`src/rtl/assert_macros.svh`:
```
// assertion macros used by the keyboard report builder
`ifndef ASSERT_MACROS_SVH
`define ASSERT_MACROS_SVH
`ifndef ASSERT_OFF
`define ASSERT_IMPLY(label, clk, rst, ante, cons) \
  label: assert property (@(posedge clk) disable iff (rst) (ante) |-> (cons)) \
    else $error("assertion failed");
`define ASSERT_NEXT(label, clk, rst, ante, cons) \
  label: assert property (@(posedge clk) disable iff (rst) (ante) |=> (cons)) \
    else $error("assertion failed");
`else
`define ASSERT_IMPLY(label, clk, rst, ante, cons)
`define ASSERT_NEXT(label, clk, rst, ante, cons)
`endif
`endif

```
`src/rtl/kbr_pkg.sv`:
```
// types and constants of the keyboard report builder
`default_nettype none
package kbr_pkg;
  localparam int MAP_BYTES  = 32;
  localparam int MAP_AW     = 5;
  localparam int SLOT_COUNT = 6;
  localparam int SLOT_AW    = (SLOT_COUNT > 1) ? $clog2(SLOT_COUNT) : 1;
  localparam int POS_W      = 5;

  localparam logic [MAP_AW-1:0] MODIFIER_BYTE = 5'd28;
  localparam logic [2:0]        BIT_MASK      = 3'h7;
  localparam logic [7:0]        RESERVED_BYTE = 8'h00;
  localparam logic [7:0]        EMPTY_SLOT    = 8'h00;
  localparam logic [POS_W-1:0]  MAP_LAST      = POS_W'(MAP_BYTES - 1);
  localparam logic [POS_W-1:0]  BOOT_LAST     = POS_W'(SLOT_COUNT + 1);

  localparam logic [1:0] REQ_KEY    = 2'd0;
  localparam logic [1:0] REQ_COMMIT = 2'd1;
  localparam logic [1:0] REQ_TICK   = 2'd2;

  typedef enum logic [2:0] {
    ST_IDLE,
    ST_KEY_MAP,
    ST_SLOT_CHK,
    ST_EMIT_RD,
    ST_EMIT_LD
  } state_t;

  typedef struct packed {
    logic [1:0] req_type;
    logic [7:0] key_code;
    logic       pressed;
    logic       configured;
  } req_item_t;

  typedef struct packed {
    logic [7:0]       report_byte;
    logic [POS_W-1:0] byte_index;
    logic             last_byte;
  } rpt_item_t;
endpackage
`default_nettype wire

```
`src/rtl/kbr_ram.sv`:
```
// generic single write port ram with registered read
`default_nettype none
module kbr_ram #(
  parameter int WIDTH = 8,
  parameter int DEPTH = 32,
  localparam int AW = (DEPTH > 1) ? $clog2(DEPTH) : 1
) (
  input  logic             clk,
  input  logic             we,
  input  logic [AW-1:0]    waddr,
  input  logic [WIDTH-1:0] wdata,
  input  logic [AW-1:0]    raddr,
  output logic [WIDTH-1:0] rdata
);
  logic [WIDTH-1:0] mem [DEPTH];

  always_ff @(posedge clk) begin
    if (we) begin
      mem[waddr] <= wdata;
    end
    rdata <= mem[raddr];
  end
endmodule
`default_nettype wire

```
`src/rtl/keyboard_report_builder.sv`:
```
// keyboard report builder top level: key bitmap, boot slots and report output
`default_nettype none
`include "assert_macros.svh"
// Keeps the 256-key bitmap in a 32x8 RAM and the boot slots in a SLOT_COUNT x 8 RAM,
// each entry guarded by a valid bit cleared at reset, so no clearing pass is needed.
// A commit request, an ignored request and a frame tick that sends nothing are
// handled in the idle state. A key event reads its bitmap byte, then writes it back
// in report protocol; in boot protocol it adds a slot scan of one slot a cycle
// through the slot RAM (code zero skips the scan). Each report byte is read from
// RAM, then loaded into the output register, the load waiting while the output
// stalls; the bitmap report has 32 bytes and the boot report 2 + SLOT_COUNT. New
// requests are taken only when the previous one is done, while the last report
// byte may still wait in the output.
module keyboard_report_builder (
  input  logic               clk,
  input  logic               rst,
  input  logic               req_valid,
  output logic               req_ready,
  input  kbr_pkg::req_item_t req_data,
  output logic               rpt_valid,
  input  logic               rpt_ready,
  output kbr_pkg::rpt_item_t rpt_data,
  input  logic               cfg_we,
  input  logic               cfg_wdata
);
  import kbr_pkg::*;

  state_t state, state_next;
  req_item_t cur;
  logic boot_mode;
  logic pending;
  logic [MAP_BYTES-1:0] map_valid;
  logic [SLOT_COUNT-1:0] slot_valid;
  logic [SLOT_AW-1:0] sidx, sidx_next;
  logic [POS_W-1:0] pos, pos_next;

  logic map_we, map_ok;
  logic [MAP_AW-1:0] map_raddr;
  logic [7:0] map_wdata, map_rdata, map_v;
  logic slot_we, slot_ok;
  logic [SLOT_AW-1:0] slot_raddr;
  logic [7:0] slot_wdata, slot_rdata, slot_v;

  logic accept, start_emit, slot_hit, slot_end, out_free, emit_last, load;
  logic [7:0] key_bit, emit_byte;

  assign req_ready  = (state == ST_IDLE);
  assign accept     = req_valid && req_ready;
  assign start_emit = accept && (req_data.req_type == REQ_TICK) && req_data.configured
                      && pending;
  assign map_v      = map_ok ? map_rdata : 8'h00;
  assign slot_v     = slot_ok ? slot_rdata : EMPTY_SLOT;
  assign slot_hit   = (slot_v == (cur.pressed ? EMPTY_SLOT : cur.key_code));
  assign slot_end   = (sidx == SLOT_AW'(SLOT_COUNT - 1));
  assign out_free   = !rpt_valid || rpt_ready;
  assign emit_last  = boot_mode ? (pos == BOOT_LAST) : (pos == MAP_LAST);
  assign load       = (state == ST_EMIT_LD) && out_free;
  assign key_bit    = 8'(1) << (cur.key_code[2:0] & BIT_MASK);

  kbr_ram #(.WIDTH(8), .DEPTH(MAP_BYTES)) u_map_ram (
    .clk   (clk),
    .we    (map_we),
    .waddr (cur.key_code[7:3]),
    .wdata (map_wdata),
    .raddr (map_raddr),
    .rdata (map_rdata)
  );

  kbr_ram #(.WIDTH(8), .DEPTH(SLOT_COUNT)) u_slot_ram (
    .clk   (clk),
    .we    (slot_we),
    .waddr (sidx),
    .wdata (slot_wdata),
    .raddr (slot_raddr),
    .rdata (slot_rdata)
  );

  // next state
  always_comb begin
    state_next = state;
    unique case (state)
      ST_IDLE: begin
        if (accept && req_data.req_type == REQ_KEY) begin
          state_next = ST_KEY_MAP;
        end else if (start_emit) begin
          state_next = ST_EMIT_RD;
        end
      end
      ST_KEY_MAP: begin
        if (boot_mode && cur.key_code != EMPTY_SLOT) begin
          state_next = ST_SLOT_CHK;
        end else begin
          state_next = ST_IDLE;
        end
      end
      ST_SLOT_CHK: begin
        if (slot_hit || slot_end) begin
          state_next = ST_IDLE;
        end
      end
      ST_EMIT_RD: begin
        state_next = ST_EMIT_LD;
      end
      ST_EMIT_LD: begin
        if (out_free) begin
          state_next = emit_last ? ST_IDLE : ST_EMIT_RD;
        end
      end
      default: begin
        state_next = ST_IDLE;
      end
    endcase
  end

  // datapath controls
  always_comb begin
    map_we     = 1'b0;
    map_wdata  = cur.pressed ? (map_v | key_bit) : (map_v & ~key_bit);
    slot_we    = 1'b0;
    slot_wdata = cur.pressed ? cur.key_code : EMPTY_SLOT;
    sidx_next  = '0;
    pos_next   = pos;
    map_raddr  = boot_mode ? MODIFIER_BYTE : pos[MAP_AW-1:0];
    slot_raddr = (boot_mode && pos >= POS_W'(2)) ? SLOT_AW'(pos - POS_W'(2)) : '0;
    unique case (state)
      ST_IDLE: begin
        map_raddr  = req_data.key_code[7:3];
        slot_raddr = '0;
        pos_next   = '0;
      end
      ST_KEY_MAP: begin
        map_we     = 1'b1;
        slot_raddr = '0;
      end
      ST_SLOT_CHK: begin
        slot_we = slot_hit;
        if (!(slot_hit || slot_end)) begin
          sidx_next = sidx + SLOT_AW'(1);
        end
        slot_raddr = sidx_next;
      end
      ST_EMIT_RD: begin
      end
      ST_EMIT_LD: begin
        if (load && !emit_last) begin
          pos_next = pos + POS_W'(1);
        end
      end
      default: begin
      end
    endcase
  end

  always_comb begin
    if (boot_mode && pos == POS_W'(0)) begin
      emit_byte = map_v;
    end else if (boot_mode && pos == POS_W'(1)) begin
      emit_byte = RESERVED_BYTE;
    end else if (boot_mode) begin
      emit_byte = slot_v;
    end else begin
      emit_byte = map_v;
    end
  end

  always_ff @(posedge clk) begin
    if (rst) begin
      state      <= ST_IDLE;
      boot_mode  <= 1'b0;
      pending    <= 1'b0;
      map_valid  <= '0;
      slot_valid <= '0;
      sidx       <= '0;
      pos        <= '0;
      rpt_valid  <= 1'b0;
    end else begin
      state <= state_next;
      sidx  <= sidx_next;
      pos   <= pos_next;
      if (cfg_we) begin
        boot_mode <= cfg_wdata;
      end
      if (accept && req_data.req_type == REQ_COMMIT) begin
        pending <= 1'b1;
      end else if (start_emit) begin
        pending <= 1'b0;
      end
      if (map_we) begin
        map_valid[cur.key_code[7:3]] <= 1'b1;
      end
      if (slot_we) begin
        slot_valid[sidx] <= 1'b1;
      end
      if (load) begin
        rpt_valid <= 1'b1;
      end else if (rpt_ready) begin
        rpt_valid <= 1'b0;
      end
    end
  end

  always_ff @(posedge clk) begin
    map_ok  <= map_valid[map_raddr];
    slot_ok <= slot_valid[slot_raddr];
    if (accept) begin
      cur <= req_data;
    end
    if (load) begin
      rpt_data.report_byte <= emit_byte;
      rpt_data.byte_index  <= pos;
      rpt_data.last_byte   <= emit_last;
    end
  end

  `ASSERT_IMPLY(a_rpt_from_load, clk, rst, $rose(rpt_valid), $past(state) == ST_EMIT_LD)
  `ASSERT_NEXT(a_last_ends_emit, clk, rst, load && emit_last, state == ST_IDLE)
  `ASSERT_IMPLY(a_slot_boot_only, clk, rst, slot_we, boot_mode && cur.key_code != EMPTY_SLOT)
endmodule
`default_nettype wire
```
`config.mk`:
```
export PLATFORM = sky130hd
export DESIGN_NAME = keyboard_report_builder
export DESIGN_NICKNAME = d
export VERILOG_FILES = /design/src/rtl/kbr_pkg.sv /design/src/rtl/kbr_ram.sv /design/src/rtl/keyboard_report_builder.sv
export VERILOG_INCLUDE_DIRS = /design/src /design/src/rtl
export SDC_FILE = /design/constraint.sdc
export NUM_CORES = 1
export LEC_CHECK = 0
export ABC_CLOCK_PERIOD_IN_PS = 2540
export CORE_AREA = 2 2 206 208
export DETAILED_ROUTE_END_ITERATION = 8
export DIE_AREA = 0 0 208 210
export DONT_BUFFER_PORTS = 1
export PLACE_DENSITY_LB_ADDON = 0.3
export SYNTH_ARGS = -nofsm -noshare
export SYNTH_HDL_FRONTEND = slang
export SYNTH_SLANG_ARGS = --single-unit
```
`constraint.sdc`:
```
create_clock -name clk -period 2.54 [get_ports clk]
set_input_delay 0.762 -clock clk [delete_from_list [all_inputs] [get_ports clk]]
set_output_delay 0.762 -clock clk [all_outputs]
set_load 0.01 [all_outputs]
```
==> flow_metrics.env, run 1 <==
export IMPL_outcome="complete, no violations"
export IMPL_fin_crit_ps=2520
export IMPL_dieArea_sq_um=43700
export IMPL_drv_slew=0
export IMPL_io_pins=34
export IMPL_fin_nets=1416
export IMPL_track_usage_pct=19.0
export IMPL_max_cap_violations=0
export IMPL_fin_setup_tns_ps=0
export IMPL_synthMuxAreaShare_pct=4.08
export IMPL_required_ps=2980
export IMPL_max_stage_delay_ps=470
export IMPL_dpl_hpwl_um=27600
export IMPL_hold_path_class="in -> reg"
export IMPL_finalHoldViolations=0
export IMPL_cts_reportedPaths_clkPinSlew_ps=60
export IMPL_place_gp_congestion=0.846
export IMPL_cts_path_max_buffers=3
export IMPL_synth_edff_count=327
export IMPL_synth_fa_ha_area_share_pct=0.766
export IMPL_insertion_delay_ps=570
export IMPL_p_leak_nw=7.03
export IMPL_grt_max_degree=52
export IMPL_yosys_warnings=0
export IMPL_reg2regPathDepth=9
export IMPL_multi_input_area_sq_um=5080
export IMPL_synth_compound_area_share_pct=11.3
export IMPL_r2r_slack_ps=20
export IMPL_ys_async_sr_fraction_pct=0
export IMPL_synth_area_sq_um=16300
export IMPL_arrival_ps=2970
export IMPL_ant_nets=0
export IMPL_syn_nets=1251
export IMPL_rsz0062_at_grt="true"
export IMPL_critPathSlowestCell="edfxtp_1"
export IMPL_areaGrowthSynthToFinish_pct=23.4
export IMPL_n_antenna_cell=0
export IMPL_synth_xor_area_share_pct=0.429
export IMPL_die_w_um=208
export IMPL_vias=10700
export IMPL_grt_pass1_vias=10500
export IMPL_fp_row_count=75
export IMPL_power_density_nw_per_um2=1050
export IMPL_drt_iter0_markers=845
export IMPL_max_clock_freq_mhz=396
export IMPL_dpl_cell_count=1862
export IMPL_drc_errors=0
export IMPL_worst_clock_skew_ps=23.4
export IMPL_die_h_um=210
export IMPL_synth_seq_cells=397
export IMPL_path_max_fanout=6
export IMPL_reg2reg_to="u_slot_ram.rdata[4]"
export IMPL_vdd_drop_max_uv=516
export IMPL_critPathLaunchType="flip-flop"
export IMPL_crit_chain="buf_6, nor2b_4, nand4b_1, a32o_2, nor2_4, o31ai_2, buf_4, mux2_4, mux4_2"
export IMPL_seq_area_frac_synth_pct=68.7
export IMPL_io_buffer_count=0
export IMPL_grt_pass1_wl_um=63200
export IMPL_numClockSinks=397
export IMPL_htreeDepth=2
export IMPL_setup_viol=0
export IMPL_instances_no_fill=1960
export IMPL_routedWlPerCell_um=21.3
export IMPL_period_share_pct=99.4
export IMPL_fin_util_pct=48.6
export IMPL_cp_end_kind="flip-flop"
export IMPL_synth_simple_area_share_pct=12.2
export IMPL_ys_flop_type="edfxtp_1"
export IMPL_hold_start="rst"
export IMPL_synth_top_family_by_area="simple AND/OR/NAND/NOR gates"
export IMPL_avgSynthCellArea_sq_um=13.4
export IMPL_ys_types=61
export IMPL_antenna_found_initial=0
export IMPL_start_util_pct=39.4
export IMPL_cts_root_buffer="clkbuf_16"
export IMPL_numCtsBuffers=43
export IMPL_fill_cells=3612
export IMPL_fp_coreArea_sq_um=41500
export IMPL_overflow=0
export IMPL_regArea_sq_um=11200
export IMPL_drt_total_wl_um=41800
export IMPL_first_pass_iters=7
export IMPL_tightest_slew_ps=1070
export IMPL_reg2reg_from="cur[1]"
export IMPL_min_path_cells=1
export IMPL_syn_inst=1223
export IMPL_criticalPathCategory="reg -> reg"
export IMPL_routed_via_density=5.45
export IMPL_hold_end="slot_valid[4]"
export IMPL_drive_above_1_share_pct=25.3
export IMPL_cts_tree="done"
export IMPL_slew_headroom_pct=28.9
[cell usage in the layout, fill, tap and decap left out, types with 6 or more instances in the layout]
cell type	count
a211oi_1	116
a211oi_2	28
a21oi_1	19
a31oi_1	37
and2_1	82
buf_12	13
buf_4	178
buf_6	6
clkbuf_16	45
clkinv_1	8
clkinv_2	9
dfxtp_1	68
edfxtp_1	327
ha_1	10
inv_1	12
mux2_4	13
mux2i_1	39
nand2_1	91
nand3_1	33
nand3b_1	7
nand4_1	9
nor2_1	114
nor2b_1	6
nor3_1	14
nor4_2	12
o21ai_0	16
o21ai_2	6
o221a_1	6
xnor2_1	8
[layer usage]
layer	global-route usage, %	wire, um	vias up
met1	24.8	18000	5353
met2	31.6	20200	285
li1	-	-	4983
met5	0	0	-
met4	6.19	1060	0
met3	4.02	2520	68
[power by group]
part           switching (mW)  internal [mW]  total, mW
clock network            2.51           3.69       6.20
logic                    4.06           2.74       6.80
registers               0.225           8.03       8.25
total                    6.79           14.5       21.2
[cell usage after synthesis, drive strengths merged, types with 15 or more instances]
| cell | number | area (sq um) |
|---|---|---|
| mux2i | 40 | 400 |
| and2 | 82 | 513 |
| nand3 | 33 | 165 |
| buf | 35 | 189 |
| nor3 | 15 | 80.1 |
| edfxtp | 327 | 9820 |
| nand2 | 91 | 342 |
| mux2 | 17 | 221 |
| clkbuf | 44 | 166 |
| nor4 | 15 | 93.8 |
| a31oi | 40 | 250 |
| dfxtp | 70 | 1400 |
| o21ai | 23 | 115 |
| a21oi | 21 | 113 |
| a211oi | 144 | 1080 |
| nor2 | 117 | 457 |
[worst max-delay path by stage]
stage                 from              endpoint  slack [ps]  depth (start not counted)
6_report            cur[1]   u_slot_ram.rdata[4]          20                          9
3_5_place_dp   req_data[5]    u_map_ram.rdata[7]        -170                          7
5_1_grt             cur[1]  u_slot_ram.mem[5][1]         -60                          7
4_1_cts             cur[1]   u_slot_ram.rdata[3]           3                          9
2_1_floorplan       cur[1]  u_slot_ram.mem[0][0]        -290                          7
3_3_place_gp   req_data[5]    u_map_ram.rdata[7]        -200                          7
[final cells by class]
type	instances	area share [%]
multi-input combinational	735	25.2
clock buffer	52	5.81
sequential	397	55.7
inverter	12	0.223
timing repair buffer	199	8.54
clock inverter	26	1.21
tap	539	3.35
[cells by family after synthesis]
logic type / count (synthesis)
simple gates: 400
flops: 397
compound gates: 258
buf+inv: 91
mux: 59
fa+ha+maj: 10
xor+xnor: 8
[critical path: cells and delay by family (launching register included)]
family | cells | cell delay (ps)
buffers and inverters | 2 | 340
AND/OR/NAND/NOR | 3 | 430
flip-flops | 1 | 470
multiplexers | 2 | 750
AO/OA/AOI/OAI | 2 | 400
[flip-flops by register name, indices dropped and copies added, names as in the netlist, 5 cells and up]
register and flops:
slot_valid 6, u_map_ram.rdata 8, cur 9, pos 5
rpt_data 14, u_slot_ram.mem 48, u_slot_ram.rdata 8, map_valid 32
u_map_ram.mem 256
[per-stage QoR]
stage / cell area (sq um) / setup slack, ps / total power [mW] / hold WS [ps]
3_3_place_gp: 18300 / -197 / 14.4 / 441
3_5_place_dp: 18300 / -174 / 14.5 / 454
4_1_cts: 19800 / 3.25 / 20.9 / 242
2_1_floorplan: 16300 / -285 / 11.5 / 432
5_1_grt: 20200 / -56.8 / 22.1 / 255
6_report: 20200 / 15.7 / 21.2 / 271
[what timing repair did]
item	in CTS	in global routing
gates cloned	1	1
hold endpoints to repair	0	0
buffers inserted	4	14
endpoints found under the setup margin	13	67
resized for setup	10	44
pin swaps	2	15
hold buffers	0	0
Note: power is estimated with default switching activity, not from simulation.
==> inputs of run 2 (changes only) <==
--- a/config.mk
+++ b/config.mk
@@ -6,10 +6,11 @@
 export SDC_FILE = /design/constraint.sdc
 export NUM_CORES = 1
 export LEC_CHECK = 0
+export ABC_AREA = 1
 export ABC_CLOCK_PERIOD_IN_PS = 2540
-export CORE_AREA = 2 2 206 208
+export CORE_AREA = 2 2 207 209
 export DETAILED_ROUTE_END_ITERATION = 8
-export DIE_AREA = 0 0 208 210
+export DIE_AREA = 0 0 209 211
 export DONT_BUFFER_PORTS = 1
 export PLACE_DENSITY_LB_ADDON = 0.3
 export SYNTH_ARGS = -nofsm -noshare
==> run 2 against run 1 <==
Net effect: first-iteration DRC count grew 23%; sequential power shrank 3.6%; flip-flop and latch count is the same; combinational power grew 20%; final area shrank 5.6%.
==> flow_metrics.env, run 2 <==
export IMPL_fin_crit_ps=2380
export IMPL_areaGrowthSynthToFinish_pct=15.0
export IMPL_fp_coreArea_sq_um=41800
export IMPL_slew_headroom_pct=45.8
export IMPL_arrival_ps=2860
export IMPL_grt_pass1_vias=11300
export IMPL_fill_cells=3804
export IMPL_max_clock_freq_mhz=420
export IMPL_worst_clock_skew_ps=10.1
export IMPL_rsz0062_at_grt="false"
export IMPL_max_cap_violations=0
export IMPL_drv_slew=0
export IMPL_grt_max_degree=68
export IMPL_routed_via_density=5.22
export IMPL_cts_setup_buffers=0
export IMPL_start_util_pct=39.6
export IMPL_drive_above_1_share_pct=10.8
export IMPL_antenna_found_initial=0
export IMPL_track_usage_pct=19.2
export IMPL_synth_most_common_cell="nand2_1"
export IMPL_largest_register_ffs=256
export IMPL_place_gp_congestion=0.826
export IMPL_critPathSlowestCell="dfxtp_1"
export IMPL_cts_root_buffer="clkbuf_16"
export IMPL_ant_nets=0
export IMPL_synth_area_sq_um=16500
export IMPL_htreeDepth=2
export IMPL_ys_async_sr_fraction_pct=0
export IMPL_tightest_slew_ps=813
export IMPL_crit_buf_inv=3
export IMPL_avgSynthCellArea_sq_um=10.4
export IMPL_dieArea_sq_um=44100
export IMPL_syn_inst=1587
export IMPL_io_buffer_count=0
export IMPL_cts_reportedPaths_clkPinSlew_ps=60
export IMPL_routedWlPerCell_um=19.0
export IMPL_vdd_drop_max_uv=851
export IMPL_numCtsBuffers=42
export IMPL_path_delay_family="simple AND/OR/NAND/NOR gates"
export IMPL_critPathLaunchType="flip-flop"
export IMPL_setup_viol=0
export IMPL_most_common_layout_cells="nand2_1, edfxtp_1, nand3_1, nor2_1, inv_1"
export IMPL_synth_top_cell_by_area="edfxtp_1"
export IMPL_hold_buffers=0
export IMPL_fp_row_count=75
export IMPL_synth_top_area_share_pct=59.3
export IMPL_synth_seq_cells=397
export IMPL_die_h_um=211
export IMPL_synthTopCellsByCount="nand2_1, edfxtp_1, nand3_1"
export IMPL_ys_flop_type="edfxtp_1"
export IMPL_hold_path_class="in -> reg"
export IMPL_fin_nets=1665
export IMPL_insertion_delay_ps=540
export IMPL_overflow=0
export IMPL_seq_area_frac_synth_pct=67.8
export IMPL_ys_types=37
export IMPL_numClockSinks=397
export IMPL_drt_iter0_markers=1036
export IMPL_synth_edff_count=327
export IMPL_p_leak_nw=7.29
export IMPL_max_stage_delay_ps=340
export IMPL_worst_path_most_repeated_cell="nand2_1"
export IMPL_required_ps=3020
export IMPL_grt_pass1_wl_um=64700
export IMPL_vias=11500
export IMPL_cts_path_max_buffers=3
export IMPL_drt_total_wl_um=42100
export IMPL_criticalPathCategory="reg -> reg"
export IMPL_outcome="complete, no violations"
export IMPL_drc_errors=0
export IMPL_die_w_um=209
export IMPL_layout_commonest_cell="nand2_1"
export IMPL_io_pins=34
export IMPL_period_share_pct=93.8
export IMPL_cp_end_kind="flip-flop"
export IMPL_top_register="u_map_ram.mem"
export IMPL_reg_largest_list="u_map_ram.mem: 256 flops, u_slot_ram.mem: 48 flops, map_valid: 32 flops"
export IMPL_r2r_slack_ps=160
export IMPL_dpl_hpwl_um=26000
export IMPL_n_antenna_cell=0
export IMPL_p_total_mw=22.4
export IMPL_crit_chain="inv_2, nand3_2, inv_2, nand2_1, nand2_4, buf_12, nand2_1, nand3_1, nand3_1, nand2_1, nand2_1, nand2_1, nand2_1, nand2_1"
export IMPL_yosys_warnings=0
export IMPL_fin_setup_tns_ps=0
export IMPL_syn_nets=1615
export IMPL_power_density_nw_per_um2=1180
export IMPL_finalHoldViolations=0
export IMPL_cts_tree="done"
export IMPL_path_max_fanout=67
export IMPL_ctsResizeCount=0
export IMPL_synthTopCellsByArea="edfxtp_1, nand2_1, dfxtp_1"
export IMPL_first_pass_iters=7
[run 2: logic make-up (layout without fill, tap and decap cells)]
group	Yosys count	after routing	synth area share (%)
xor gates and xnor gates	1	1	0.0529
and+or+nand+nor	928	928	23.7
adders and majority gates	10	10	0.756
AOI/OAI and AO/OA	95	95	3.57
buffers and inverters	156	239	4.17
DFF	397	397	67.8
[run 2: per-layer routing]
metal	global-route usage (%)	vias to the layer above	part of all wire, %
met5	0	-	0
met4	8.18	0	3.6
met3	3.79	88	7.1
met2	30.9	389	47
met1	25.4	5531	42
li1	-	5512	-
[run 2: worst paths after layout]
kind / from / end / cells past startpoint
worst min-delay path: rst / sidx[1] / 1
worst max-delay path: state[1] / u_map_ram.rdata[7] / 14
worst max register to register: state[1] / u_map_ram.rdata[7] / 14
worst min register to register: slot_valid[3] / slot_valid[3] / 1
[run 2: report_power, final]
group          switching, mW  leakage [nW]  internal [mW]  total (mW)
Sequential             0.236          3.58           7.71        7.95
Combinational           5.73          3.01           2.44        8.18
Clock                   2.47         0.702           3.84        6.32
[run 2: layout make-up]
type                       instances  area (sq um)  area share (%)
clock buffer                      62          1260            6.62
clock inverter                    15           180           0.947
inverter                          86           323            1.70
multi-input combinational       1034          4690            24.6
sequential                       397         11200            59.0
tap                              539           674            3.54
timing repair buffer              76           683            3.59
[run 2: through the flow]
step                cell area (sq um)  util [%]  setup WS, ps  instances  hold WS, ps
finish                          19000      45.6           156       2209          291
floorplan                       16500         -          81.6       1587          431
global route                    19000      45.6          21.5       2209          274
detailed placement              17600      42.1           205       2132          454
CTS                             19000      45.6           213       2209          276
global placement                17600      42.1           244       2132          448
